`config.mk`:
```
export PLATFORM = sky130hd
export DESIGN_NAME = neighbour_table_with_eviction_core
export DESIGN_NICKNAME = d
export VERILOG_FILES = /design/src/rtl/nte_pkg.sv /design/src/rtl/neighbour_table_with_eviction_core.sv /design/src/rtl/nte_ctrl.sv /design/src/rtl/nte_dp.sv
export SDC_FILE = /design/constraint.sdc
export NUM_CORES = 2
export LEC_CHECK = 0
export ABC_AREA = 0
export BUFFER_PORTS_ARGS = -buffer_cell sky130_fd_sc_hd__buf_2
export CORE_ASPECT_RATIO = 0.7
export CORE_MARGIN = 1
export CORE_UTILIZATION = 55
export DETAILED_ROUTE_END_ITERATION = 7
export PLACE_DENSITY_LB_ADDON = 0.05
export RECOVER_POWER = 25
export SLEW_MARGIN = 20
export SYNTH_ARGS = -nofsm -noshare
export SYNTH_HDL_FRONTEND = slang
export SYNTH_SLANG_ARGS = --single-unit
```
`constraint.sdc`:
```
create_clock -name clk -period 9.2 [get_ports clk]
set_input_delay 0 -clock clk [delete_from_list [all_inputs] [get_ports clk]]
set_output_delay 0 -clock clk [all_outputs]
set_load 0.01 [all_outputs]
```
`src/rtl/nte_pkg.sv`:
```
package nte_pkg;

  localparam logic [1:0] ACT_HEARD  = 2'd0;
  localparam logic [1:0] ACT_ADV    = 2'd1;
  localparam logic [1:0] ACT_ELEM   = 2'd2;
  localparam logic [1:0] ACT_EXPIRE = 2'd3;

  localparam logic [1:0] LINK_NONE = 2'd0;
  localparam logic [1:0] LINK_ASYM = 2'd1;
  localparam logic [1:0] LINK_SYM  = 2'd2;

  localparam logic [1:0] ADV_KIND_SEL = 2'd2;

  localparam logic [1:0] ST_OK      = 2'd0;
  localparam logic [1:0] ST_BAD_SRC = 2'd1;
  localparam logic [1:0] ST_FULL    = 2'd2;
  localparam logic [1:0] ST_IGNORED = 2'd3;

  localparam logic [1:0] CFG_SELF   = 2'd0;
  localparam logic [1:0] CFG_HOLD   = 2'd1;
  localparam logic [1:0] CFG_MARGIN = 2'd2;

  typedef enum logic [3:0] {
    OP_NONE,
    OP_LATCH,
    OP_RD,
    OP_EVAL,
    OP_COMMIT,
    OP_NOADV,
    OP_RD_TGT,
    OP_ELEM,
    OP_NEXT,
    OP_DROP,
    OP_RD_LAST,
    OP_MOVE,
    OP_EXP_FIN
  } op_t;

  typedef struct packed {
    logic [1:0] act;
    logic       adv_ok;
    logic       idx_end;
    logic       idx_last;
    logic       stale_rd;
  } stat_t;

endpackage

```
`src/rtl/neighbour_table_with_eviction_core.sv`:
```
// Operation: a heard or advert item scans every held entry (read, then evaluate) and then
// commits; an advert element reads the open advert's target entry and may update it, or is
// ignored with no open advert; an expire sweep reads each entry and keeps or drops it, moving
// the last entry into a dropped entry's place unless it was the last. One item at a time: the
// next is accepted in the cycle done is shown. done cannot be stalled.
// Synchronous reset empties the table, closes any advert and restores register defaults.
module neighbour_table_with_eviction_core #(
  parameter int MAX_ENTRIES = 16,
  parameter int ADDR_BITS = 16
) (
  input  logic                                    clk,
  input  logic                                    rst,
  input  logic                                    start,
  output logic                                    busy,
  input  logic [1:0]                              action,
  input  logic [ADDR_BITS-1:0]                    from_addr,
  input  logic [7:0]                              link_quality,
  input  logic [31:0]                             slot_now,
  input  logic [ADDR_BITS-1:0]                    adv_addr,
  input  logic [1:0]                              adv_kind,
  output logic                                    done,
  output logic [1:0]                              status,
  output logic [$clog2(MAX_ENTRIES+1)-1:0]        dropped,
  output logic [$clog2(MAX_ENTRIES+1)-1:0]        entry_count,
  output logic [1:0]                              link_state,
  output logic                                    relay_for,
  input  logic                                    cfg_valid,
  output logic                                    cfg_ready,
  input  logic [1:0]                              cfg_index,
  input  logic [((ADDR_BITS > 16) ? ADDR_BITS : 16)-1:0] cfg_data
);

  nte_pkg::op_t   op;
  nte_pkg::stat_t st;

  nte_ctrl u_ctrl (
    .clk   (clk),
    .rst   (rst),
    .start (start),
    .busy  (busy),
    .op    (op),
    .st    (st)
  );

  nte_dp #(
    .MAX_ENTRIES (MAX_ENTRIES),
    .ADDR_BITS   (ADDR_BITS)
  ) u_dp (
    .clk          (clk),
    .rst          (rst),
    .op           (op),
    .st           (st),
    .action       (action),
    .from_addr    (from_addr),
    .link_quality (link_quality),
    .slot_now     (slot_now),
    .adv_addr     (adv_addr),
    .adv_kind     (adv_kind),
    .done         (done),
    .status       (status),
    .dropped      (dropped),
    .entry_count  (entry_count),
    .link_state   (link_state),
    .relay_for    (relay_for),
    .cfg_valid    (cfg_valid),
    .cfg_ready    (cfg_ready),
    .cfg_index    (cfg_index),
    .cfg_data     (cfg_data)
  );

endmodule

```
`src/rtl/nte_ctrl.sv`:
```
module nte_ctrl (
  input  logic          clk,
  input  logic          rst,
  input  logic          start,
  output logic          busy,
  output nte_pkg::op_t  op,
  input  nte_pkg::stat_t st
);

  typedef enum logic [3:0] {
    S_IDLE,
    S_DISP,
    S_LK_RD,
    S_LK_EVAL,
    S_ELEM,
    S_EXP_RD,
    S_EXP_CHK,
    S_EXP_MOVE
  } state_t;

  state_t state;
  state_t state_next;

  always_comb begin
    state_next = state;
    op = nte_pkg::OP_NONE;
    case (state)
      S_IDLE: begin
        if (start) begin
          op = nte_pkg::OP_LATCH;
          state_next = S_DISP;
        end
      end
      S_DISP: begin
        case (st.act)
          nte_pkg::ACT_ELEM: begin
            if (st.adv_ok) begin
              op = nte_pkg::OP_RD_TGT;
              state_next = S_ELEM;
            end else begin
              op = nte_pkg::OP_NOADV;
              state_next = S_IDLE;
            end
          end
          nte_pkg::ACT_EXPIRE: state_next = S_EXP_RD;
          default: state_next = S_LK_RD;
        endcase
      end
      S_LK_RD: begin
        if (st.idx_end) begin
          op = nte_pkg::OP_COMMIT;
          state_next = S_IDLE;
        end else begin
          op = nte_pkg::OP_RD;
          state_next = S_LK_EVAL;
        end
      end
      S_LK_EVAL: begin
        op = nte_pkg::OP_EVAL;
        state_next = S_LK_RD;
      end
      S_ELEM: begin
        op = nte_pkg::OP_ELEM;
        state_next = S_IDLE;
      end
      S_EXP_RD: begin
        if (st.idx_end) begin
          op = nte_pkg::OP_EXP_FIN;
          state_next = S_IDLE;
        end else begin
          op = nte_pkg::OP_RD;
          state_next = S_EXP_CHK;
        end
      end
      S_EXP_CHK: begin
        if (!st.stale_rd) begin
          op = nte_pkg::OP_NEXT;
          state_next = S_EXP_RD;
        end else if (st.idx_last) begin
          op = nte_pkg::OP_DROP;
          state_next = S_EXP_RD;
        end else begin
          op = nte_pkg::OP_RD_LAST;
          state_next = S_EXP_MOVE;
        end
      end
      S_EXP_MOVE: begin
        op = nte_pkg::OP_MOVE;
        state_next = S_EXP_RD;
      end
      default: state_next = S_IDLE;
    endcase
  end

  always_ff @(posedge clk) begin
    if (rst) begin
      state <= S_IDLE;
      busy <= 1'b0;
    end else begin
      state <= state_next;
      busy <= (state_next != S_IDLE);
    end
  end

endmodule

```
`src/rtl/nte_dp.sv`:
```
module nte_dp #(
  parameter int MAX_ENTRIES = 16,
  parameter int ADDR_BITS = 16
) (
  input  logic                                    clk,
  input  logic                                    rst,
  input  nte_pkg::op_t                            op,
  output nte_pkg::stat_t                          st,
  input  logic [1:0]                              action,
  input  logic [ADDR_BITS-1:0]                    from_addr,
  input  logic [7:0]                              link_quality,
  input  logic [31:0]                             slot_now,
  input  logic [ADDR_BITS-1:0]                    adv_addr,
  input  logic [1:0]                              adv_kind,
  output logic                                    done,
  output logic [1:0]                              status,
  output logic [$clog2(MAX_ENTRIES+1)-1:0]        dropped,
  output logic [$clog2(MAX_ENTRIES+1)-1:0]        entry_count,
  output logic [1:0]                              link_state,
  output logic                                    relay_for,
  input  logic                                    cfg_valid,
  output logic                                    cfg_ready,
  input  logic [1:0]                              cfg_index,
  input  logic [((ADDR_BITS > 16) ? ADDR_BITS : 16)-1:0] cfg_data
);

  localparam int AW = (MAX_ENTRIES > 1) ? $clog2(MAX_ENTRIES) : 1;
  localparam int CNT_W = $clog2(MAX_ENTRIES + 1);

  typedef struct packed {
    logic [ADDR_BITS-1:0] addr;
    logic [1:0]           link;
    logic [7:0]           str;
    logic                 sel;
    logic [31:0]          last;
  } entry_t;

  entry_t mem [MAX_ENTRIES];
  entry_t rd_data;

  logic [ADDR_BITS-1:0] self_addr;
  logic [15:0]          hold_slots;
  logic [7:0]           evict_margin;

  logic [1:0]           it_act;
  logic [ADDR_BITS-1:0] it_from;
  logic [7:0]           it_q;
  logic [31:0]          it_slot;
  logic [ADDR_BITS-1:0] it_adv;
  logic [1:0]           it_code;

  logic [CNT_W-1:0] idx;
  logic [CNT_W-1:0] used;
  logic [CNT_W-1:0] used_m1;
  logic [AW-1:0]    adv_target;
  logic             adv_active;

  logic          found;
  logic [AW-1:0] found_idx;
  entry_t        found_ent;
  logic          t1_v, t2_v, t3_v;
  logic [AW-1:0] t1_idx, t2_idx, t3_idx;
  logic [31:0]   t1_slot;
  logic [7:0]    t2_str, t3_str;

  logic       rd_en;
  logic [AW-1:0] rd_addr;
  logic       we;
  logic [AW-1:0] wa;
  entry_t     wd;

  logic       rd_stale;
  logic       thr_ok;
  logic [7:0] thr;
  logic       hit_now, t1_now, t2_now, t3_now;

  entry_t     base;
  entry_t     upd;
  entry_t     elem_upd;
  logic       cm_ok;
  logic       cm_grow;
  logic [AW-1:0] cm_idx;
  logic       bad;

  assign cfg_ready = 1'b1;
  assign entry_count = used;
  assign used_m1 = used - 1'b1;

  assign bad = (it_from == self_addr) || it_from[ADDR_BITS-1];
  assign rd_stale = (it_slot > rd_data.last) && ((it_slot - rd_data.last) > {16'd0, hold_slots});
  assign thr_ok = it_q > evict_margin;
  assign thr = it_q - evict_margin;

  assign hit_now = !found && (rd_data.addr == it_from);
  assign t1_now = rd_stale && (!t1_v || (rd_data.last < t1_slot));
  assign t2_now = thr_ok && (rd_data.link != nte_pkg::LINK_SYM) && (rd_data.str < thr) &&
                  (!t2_v || (rd_data.str < t2_str));
  assign t3_now = thr_ok && !rd_data.sel && (rd_data.str < thr) &&
                  (!t3_v || (rd_data.str < t3_str));

  always_comb begin
    st.act = it_act;
    st.adv_ok = adv_active && (CNT_W'(adv_target) < used);
    st.idx_end = (idx >= used);
    st.idx_last = (idx == used_m1);
    st.stale_rd = rd_stale;
  end

  always_comb begin
    base = '0;
    base.addr = it_from;
    cm_ok = 1'b1;
    cm_grow = 1'b0;
    cm_idx = '0;
    if (found) begin
      base = found_ent;
      cm_idx = found_idx;
    end else if (used < CNT_W'(MAX_ENTRIES)) begin
      cm_idx = used[AW-1:0];
      cm_grow = 1'b1;
    end else if (t1_v) begin
      cm_idx = t1_idx;
    end else if (t2_v) begin
      cm_idx = t2_idx;
    end else if (t3_v) begin
      cm_idx = t3_idx;
    end else begin
      cm_ok = 1'b0;
    end
    upd = base;
    upd.last = it_slot;
    if (it_act == nte_pkg::ACT_HEARD) begin
      upd.str = it_q;
      if (base.link == nte_pkg::LINK_NONE) begin
        upd.link = nte_pkg::LINK_ASYM;
      end
    end else begin
      upd.sel = 1'b0;
    end
  end

  always_comb begin
    elem_upd = rd_data;
    elem_upd.link = nte_pkg::LINK_SYM;
    if (it_code == nte_pkg::ADV_KIND_SEL) begin
      elem_upd.sel = 1'b1;
    end
  end

  always_comb begin
    rd_en = 1'b0;
    rd_addr = idx[AW-1:0];
    we = 1'b0;
    wa = cm_idx;
    wd = upd;
    case (op)
      nte_pkg::OP_RD: rd_en = 1'b1;
      nte_pkg::OP_RD_TGT: begin
        rd_en = 1'b1;
        rd_addr = adv_target;
      end
      nte_pkg::OP_RD_LAST: begin
        rd_en = 1'b1;
        rd_addr = used_m1[AW-1:0];
      end
      nte_pkg::OP_COMMIT: we = !bad && cm_ok;
      nte_pkg::OP_ELEM: begin
        we = (it_adv == self_addr);
        wa = adv_target;
        wd = elem_upd;
      end
      nte_pkg::OP_MOVE: begin
        we = 1'b1;
        wa = idx[AW-1:0];
        wd = rd_data;
      end
      default: ;
    endcase
  end

  always_ff @(posedge clk) begin
    if (we) begin
      mem[wa] <= wd;
    end
    if (rd_en) begin
      rd_data <= mem[rd_addr];
    end
  end

  always_ff @(posedge clk) begin
    if (rst) begin
      self_addr <= '0;
      hold_slots <= 16'd64;
      evict_margin <= 8'd8;
    end else if (cfg_valid) begin
      case (cfg_index)
        nte_pkg::CFG_SELF: self_addr <= cfg_data[ADDR_BITS-1:0];
        nte_pkg::CFG_HOLD: hold_slots <= cfg_data[15:0];
        nte_pkg::CFG_MARGIN: evict_margin <= cfg_data[7:0];
        default: ;
      endcase
    end
  end

  always_ff @(posedge clk) begin
    if (rst) begin
      used <= '0;
      adv_target <= '0;
      adv_active <= 1'b0;
      done <= 1'b0;
      idx <= '0;
      found <= 1'b0;
      t1_v <= 1'b0;
      t2_v <= 1'b0;
      t3_v <= 1'b0;
    end else begin
      done <= 1'b0;
      case (op)
        nte_pkg::OP_LATCH: begin
          it_act <= action;
          it_from <= from_addr;
          it_q <= (action == nte_pkg::ACT_HEARD) ? link_quality : 8'd0;
          it_slot <= slot_now;
          it_adv <= adv_addr;
          it_code <= adv_kind;
          idx <= '0;
          dropped <= '0;
          found <= 1'b0;
          t1_v <= 1'b0;
          t2_v <= 1'b0;
          t3_v <= 1'b0;
          if (action != nte_pkg::ACT_ELEM) begin
            adv_active <= 1'b0;
          end
        end
        nte_pkg::OP_EVAL: begin
          idx <= idx + 1'b1;
          if (hit_now) begin
            found <= 1'b1;
            found_idx <= idx[AW-1:0];
            found_ent <= rd_data;
          end
          if (t1_now) begin
            t1_v <= 1'b1;
            t1_idx <= idx[AW-1:0];
            t1_slot <= rd_data.last;
          end
          if (t2_now) begin
            t2_v <= 1'b1;
            t2_idx <= idx[AW-1:0];
            t2_str <= rd_data.str;
          end
          if (t3_now) begin
            t3_v <= 1'b1;
            t3_idx <= idx[AW-1:0];
            t3_str <= rd_data.str;
          end
        end
        nte_pkg::OP_COMMIT: begin
          done <= 1'b1;
          if (bad) begin
            status <= nte_pkg::ST_BAD_SRC;
            link_state <= found ? found_ent.link : nte_pkg::LINK_NONE;
            relay_for <= found && (found_ent.link == nte_pkg::LINK_SYM) && found_ent.sel;
          end else if (!cm_ok) begin
            status <= nte_pkg::ST_FULL;
            link_state <= nte_pkg::LINK_NONE;
            relay_for <= 1'b0;
          end else begin
            status <= nte_pkg::ST_OK;
            link_state <= upd.link;
            relay_for <= (upd.link == nte_pkg::LINK_SYM) && upd.sel;
            if (cm_grow) begin
              used <= used + 1'b1;
            end
            if (it_act == nte_pkg::ACT_ADV) begin
              adv_target <= cm_idx;
              adv_active <= 1'b1;
            end
          end
        end
        nte_pkg::OP_NOADV: begin
          done <= 1'b1;
          status <= nte_pkg::ST_IGNORED;
          link_state <= nte_pkg::LINK_NONE;
          relay_for <= 1'b0;
        end
        nte_pkg::OP_ELEM: begin
          done <= 1'b1;
          if (it_adv == self_addr) begin
            status <= nte_pkg::ST_OK;
            link_state <= elem_upd.link;
            relay_for <= elem_upd.sel;
          end else begin
            status <= nte_pkg::ST_IGNORED;
            link_state <= rd_data.link;
            relay_for <= (rd_data.link == nte_pkg::LINK_SYM) && rd_data.sel;
          end
        end
        nte_pkg::OP_NEXT: idx <= idx + 1'b1;
        nte_pkg::OP_DROP, nte_pkg::OP_MOVE: begin
          used <= used_m1;
          dropped <= dropped + 1'b1;
        end
        nte_pkg::OP_EXP_FIN: begin
          done <= 1'b1;
          status <= nte_pkg::ST_OK;
          link_state <= nte_pkg::LINK_NONE;
          relay_for <= 1'b0;
        end
        default: ;
      endcase
    end
  end

  assert property (@(posedge clk) disable iff (rst) used <= CNT_W'(MAX_ENTRIES))
    else $error("entry count exceeds table size");

  assert property (@(posedge clk) disable iff (rst)
    adv_active |-> (CNT_W'(adv_target) < used))
    else $error("open advert points outside the table");

  assert property (@(posedge clk) disable iff (rst) done |=> !done)
    else $error("result strobe held for more than one cycle");

  assert property (@(posedge clk) disable iff (rst)
    (done && (dropped != '0)) |-> (it_act == nte_pkg::ACT_EXPIRE))
    else $error("entries dropped by an item that is not an expire sweep");

endmodule
```
==> results by group <==
Status
  – Status: finished, violations left
  – Failing checks: capacitance limit, slew limit

STA
  – Rel. slew slack: -163%
  – Final Max Tran Viols: 183
  – Hold violation count in the final report: 0
  – RSZ-0062 raised after global routing: false
  – Period utilisation layout: 87.3%
  – Worst-margin pin slew: 3.94 ns
  – Post-Route Setup TNS: 0 ns
  – Clock skew: 0.0324 ns
  – Peak Freq: 0.124 GHz
  – Final setup viols: 0
  – Min Clock Period, post-route: 8.03 ns
  – Final WS setup: 1.17 ns

Hold path
  – HP Class: input pin to flip-flop
  – Hold Startpoint: slot_now[10]
  – WHS Path Cells: 2

Power and ir drop
  – Leak: 19.6 nW
  – IR drop worst, VDD: 0.000175 V
  – P per Cell Area: 190 nW/µm²
  – Final Power: 11.4 mW

Clock network
  – Root buffer cell: clkbuf_16
  – H-tree depth: 3
  – CTS sink cnt: 1245
  – Worst skew pair latency: 0.73 ns
  – Reg clk slew, reported paths: 0.06 ns
  – Clock Tree Buf Depth: 3
  – TritonCTS clock tree: done
  – Post-cts repair resize count: 0
  – Cts bufs inserted: 113

Global route
  – Initial antenna violation count: 3
  – Total grt overflow: 0
  – First-pass GRT wire length: 205000 µm
  – Vias in the first global route: 30.8k
  – Largest net degree at the start of global routing: 72
  – GRT Util Overall: 29.2%

Setup path
  – Critical path class: flip-flop to flip-flop
  – Critical Path AT: 8.47 ns
  – Crit. End Element: flip-flop
  – CP Launch Type: flip-flop
  – Crit-path max FO: 38
  – Required time worst endpoint: 9.64 ns
  – Critical Path Start: u_dp.elem_upd[0]
  – R2r startpoint: u_dp.elem_upd[0]
  – Worst reg-to-reg path cell count: 22

Floorplanning
  – Die Y: 260 µm
  – Core Box Area: 94000 µm²
  – Die width: 370 µm
  – FP Rows: 94
  – Ports: 116
  – Full die area: 96100 µm²
  – Initial core utilization: 55.5%

Routing
  – Pre-antenna DRT Iters: 5
  – First-iteration detailed-routing DRC count: 3441
  – DRT antenna net count: 0
  – WL final: 141000 µm
  – Via count: 31.9k
  – DRC viols: 0
  – DR vias/cell: 6.19
  – Avg WL per Cell: 27.3 µm

Final layout
  – Fillers: 6713
  – Final Net Count: 4027
  – Syn-to-layout area delta: 15.3%
  – FF/Latch Area: 36700 µm²
  – Design Area, Final: 60100 µm²
  – Multi-input logic area: 14400 µm²
  – Share of cells above drive strength 1: 10.2%

Logic synthesis
  – EDFF count, synth: 1180
  – Synth Flop Type: edfxtp_1
  – Register bit total from synthesis: 1245
  – Post-synthesis sequential area ratio: 70.4%
  – Warnings from Yosys: 0
  – Post-Syn Area: 52100 µm²
  – Syn nets: 3722
  – Post-Synthesis Cells: 3502
  – Syn avg cell area: 14.9 µm²
  – Async set-reset flop share out of synthesis: 0%
  – Post-synth cell types: 81

Placement
  – I/O Buffers: 114
  – Dpl hpwl: 81500 µm
  – Area after DPL: 54600 µm²
  – Placer Congestion: 0.941
  – DP Worst Slack: 1.31 ns

Job
  – Max cap viols: 5
sequential cells by signal, summed over array words and instances (netlist names), 5 cells and up:
| register | count |
|---|---|
| u_dp.it_q | 8 |
| u_dp.t2_str | 8 |
| u_dp.it_adv | 16 |
| u_dp.dropped | 5 |
| u_dp.self_addr | 16 |
| u_dp.elem_upd | 56 |
| u_dp.found_ent | 27 |
| u_dp.t3_str | 8 |
| u_dp.it_slot | 32 |
| u_dp.t1_slot | 32 |
| u_dp.evict_margin | 8 |
| u_dp.entry_count | 5 |
| u_dp.it_from | 16 |
| u_dp.hold_slots | 16 |
| u_dp.mem | 944 |
| u_dp.idx | 5 |
stage by stage:
stage | std cells | util (%) | hold WS [ns]
after floorplan | 3502 | - | 0.0989
after global placement | 4770 | 58.0 | 0.177
after detailed placement | 4773 | 58.1 | 0.178
after CTS | 5153 | 64.0 | 0.00742
after global routing | 5154 | 64.0 | 0.0543
final | 5154 | 64.0 | 0.0633
logic make-up after synthesis:
kind of cell | after synthesis | share of synthesized area, %
DFF | 1245 | 70.4
AOI/OAI and AO/OA | 668 | 8.04
and+or+nand+nor | 613 | 5.84
muxes | 456 | 8.77
buffers and inverters | 309 | 2.48
adders and majority gates | 122 | 2.96
xor gates and xnor gates | 87 | 1.46
other | 2 | 0.0144
final timing paths:
path / end / slack, ns
setup / recovery: u_dp.elem_upd[33] / 1.17
hold / removal: u_dp.it_slot[10] / 0.06
setup reg to reg: u_dp.elem_upd[33] / 1.17
hold reg to reg: u_dp.hold_slots[1] / 0.46
where the power goes:
part	internal, mW	leakage, nW	switching [mW]
clock network	2.86	1.91	2.10
logic	0.113	6.50	0.144
registers	6.17	11.2	0.0181
total	9.14	19.6	2.27
cells in the mapped netlist, drive strengths merged (13+ instances only):
cell type / count / area share (%)
mux2i: 450 / 8.6
a21o: 29 / 0.42
nand4: 36 / 0.44
clkbuf: 101 / 0.73
nor2b: 27 / 0.32
nand2: 223 / 1.6
xor2: 13 / 0.22
o21ai: 99 / 0.97
buf: 81 / 0.83
xnor2: 74 / 1.2
nand3: 23 / 0.23
o22ai: 185 / 2.2
a221oi: 60 / 1.0
a21oi: 209 / 2.0
and2: 14 / 0.17
nand2b: 28 / 0.34
dfxtp: 65 / 2.5
or4: 62 / 0.89
nor3: 26 / 0.25
inv: 127 / 0.91
ha: 120 / 2.9
nor2: 123 / 0.89
edfxtp: 1180 / 68
per-layer routing:
| layer | up-vias | global-route usage, % | part of all wire (%) |
|---|---|---|---|
| met2 | 1482 | 44.9 | 45 |
| met4 | 2 | 7.47 | 2.6 |
| met5 | - | 0 | 0.0057 |
| li1 | 14100 | - | - |
| met3 | 228 | 5.99 | 9.0 |
| met1 | 16100 | 42.8 | 43 |
final cells by class:
class,instances,share of cell area (%)
Antenna cell,1,0.00416
Clock buffer,136,4.92
Clock inverter,77,1.58
Inverter,127,0.793
Multi-Input combinational cell,1948,23.9
Sequential cell,1245,61.1
Tap cell,1248,2.60
Timing Repair Buffer,372,5.09
worst max-delay path: stages, from the launching register on:
cell and delay (ns):
edfxtp_1 0.43, ha_1 0.26, fa_1 0.40, nand2b_1 0.18, a21oi_1 0.23, o211ai_1 0.22
and3_1 0.23, xnor2_1 0.21, ha_1 0.28, o21ai_0 0.19, nor2_1 0.07, nor3_1 0.25
a21oi_1 0.08, a2111oi_1 0.34, nand4_1 0.16, nor4b_2 0.87, a211oi_2 0.40, or2_1 0.44
o21ai_4 0.60, or4_4 0.83, buf_4 0.45, o22ai_1 0.10, or4_1 0.41
layout by cell type (no fill, tap or decap), types with 6 or more instances in the layout:
cell,netlist,final
inv_1,127,127
clkbuf_1,99,59
or4_1,62,61
a21oi_1,208,206
nand2_1,222,221
clkbuf_16,0,115
a22oi_1,9,9
nor4_1,10,10
nor2_1,123,107
nand3b_1,6,6
nor2b_1,27,26
a21o_1,29,29
buf_4,8,73
o21a_1,10,10
bufinv_16,0,20
and2_1,14,8
nor3_1,26,26
a221oi_1,60,60
nand2b_1,28,27
nand4_1,35,35
dfxtp_1,65,65
nand3_1,22,22
buf_2,39,79
ha_1,120,120
mux2_2,6,6
o21ai_0,95,90
clkinv_2,0,25
nor3b_1,6,6
edfxtp_1,1180,1180
buf_12,0,12
xor2_1,13,13
nor2_4,0,16
a31oi_1,7,6
and3_1,12,12
mux2i_1,450,450
xnor2_1,74,74
clkinv_1,0,18
dlygate4sd3_1,0,167
o22ai_1,185,185
what timing repair did:
action,CTS,global route
setup buffers,0,0
endpoints found under the hold margin,131,0
hold buffers,167,0
Power figures use the tool's default switching activity.
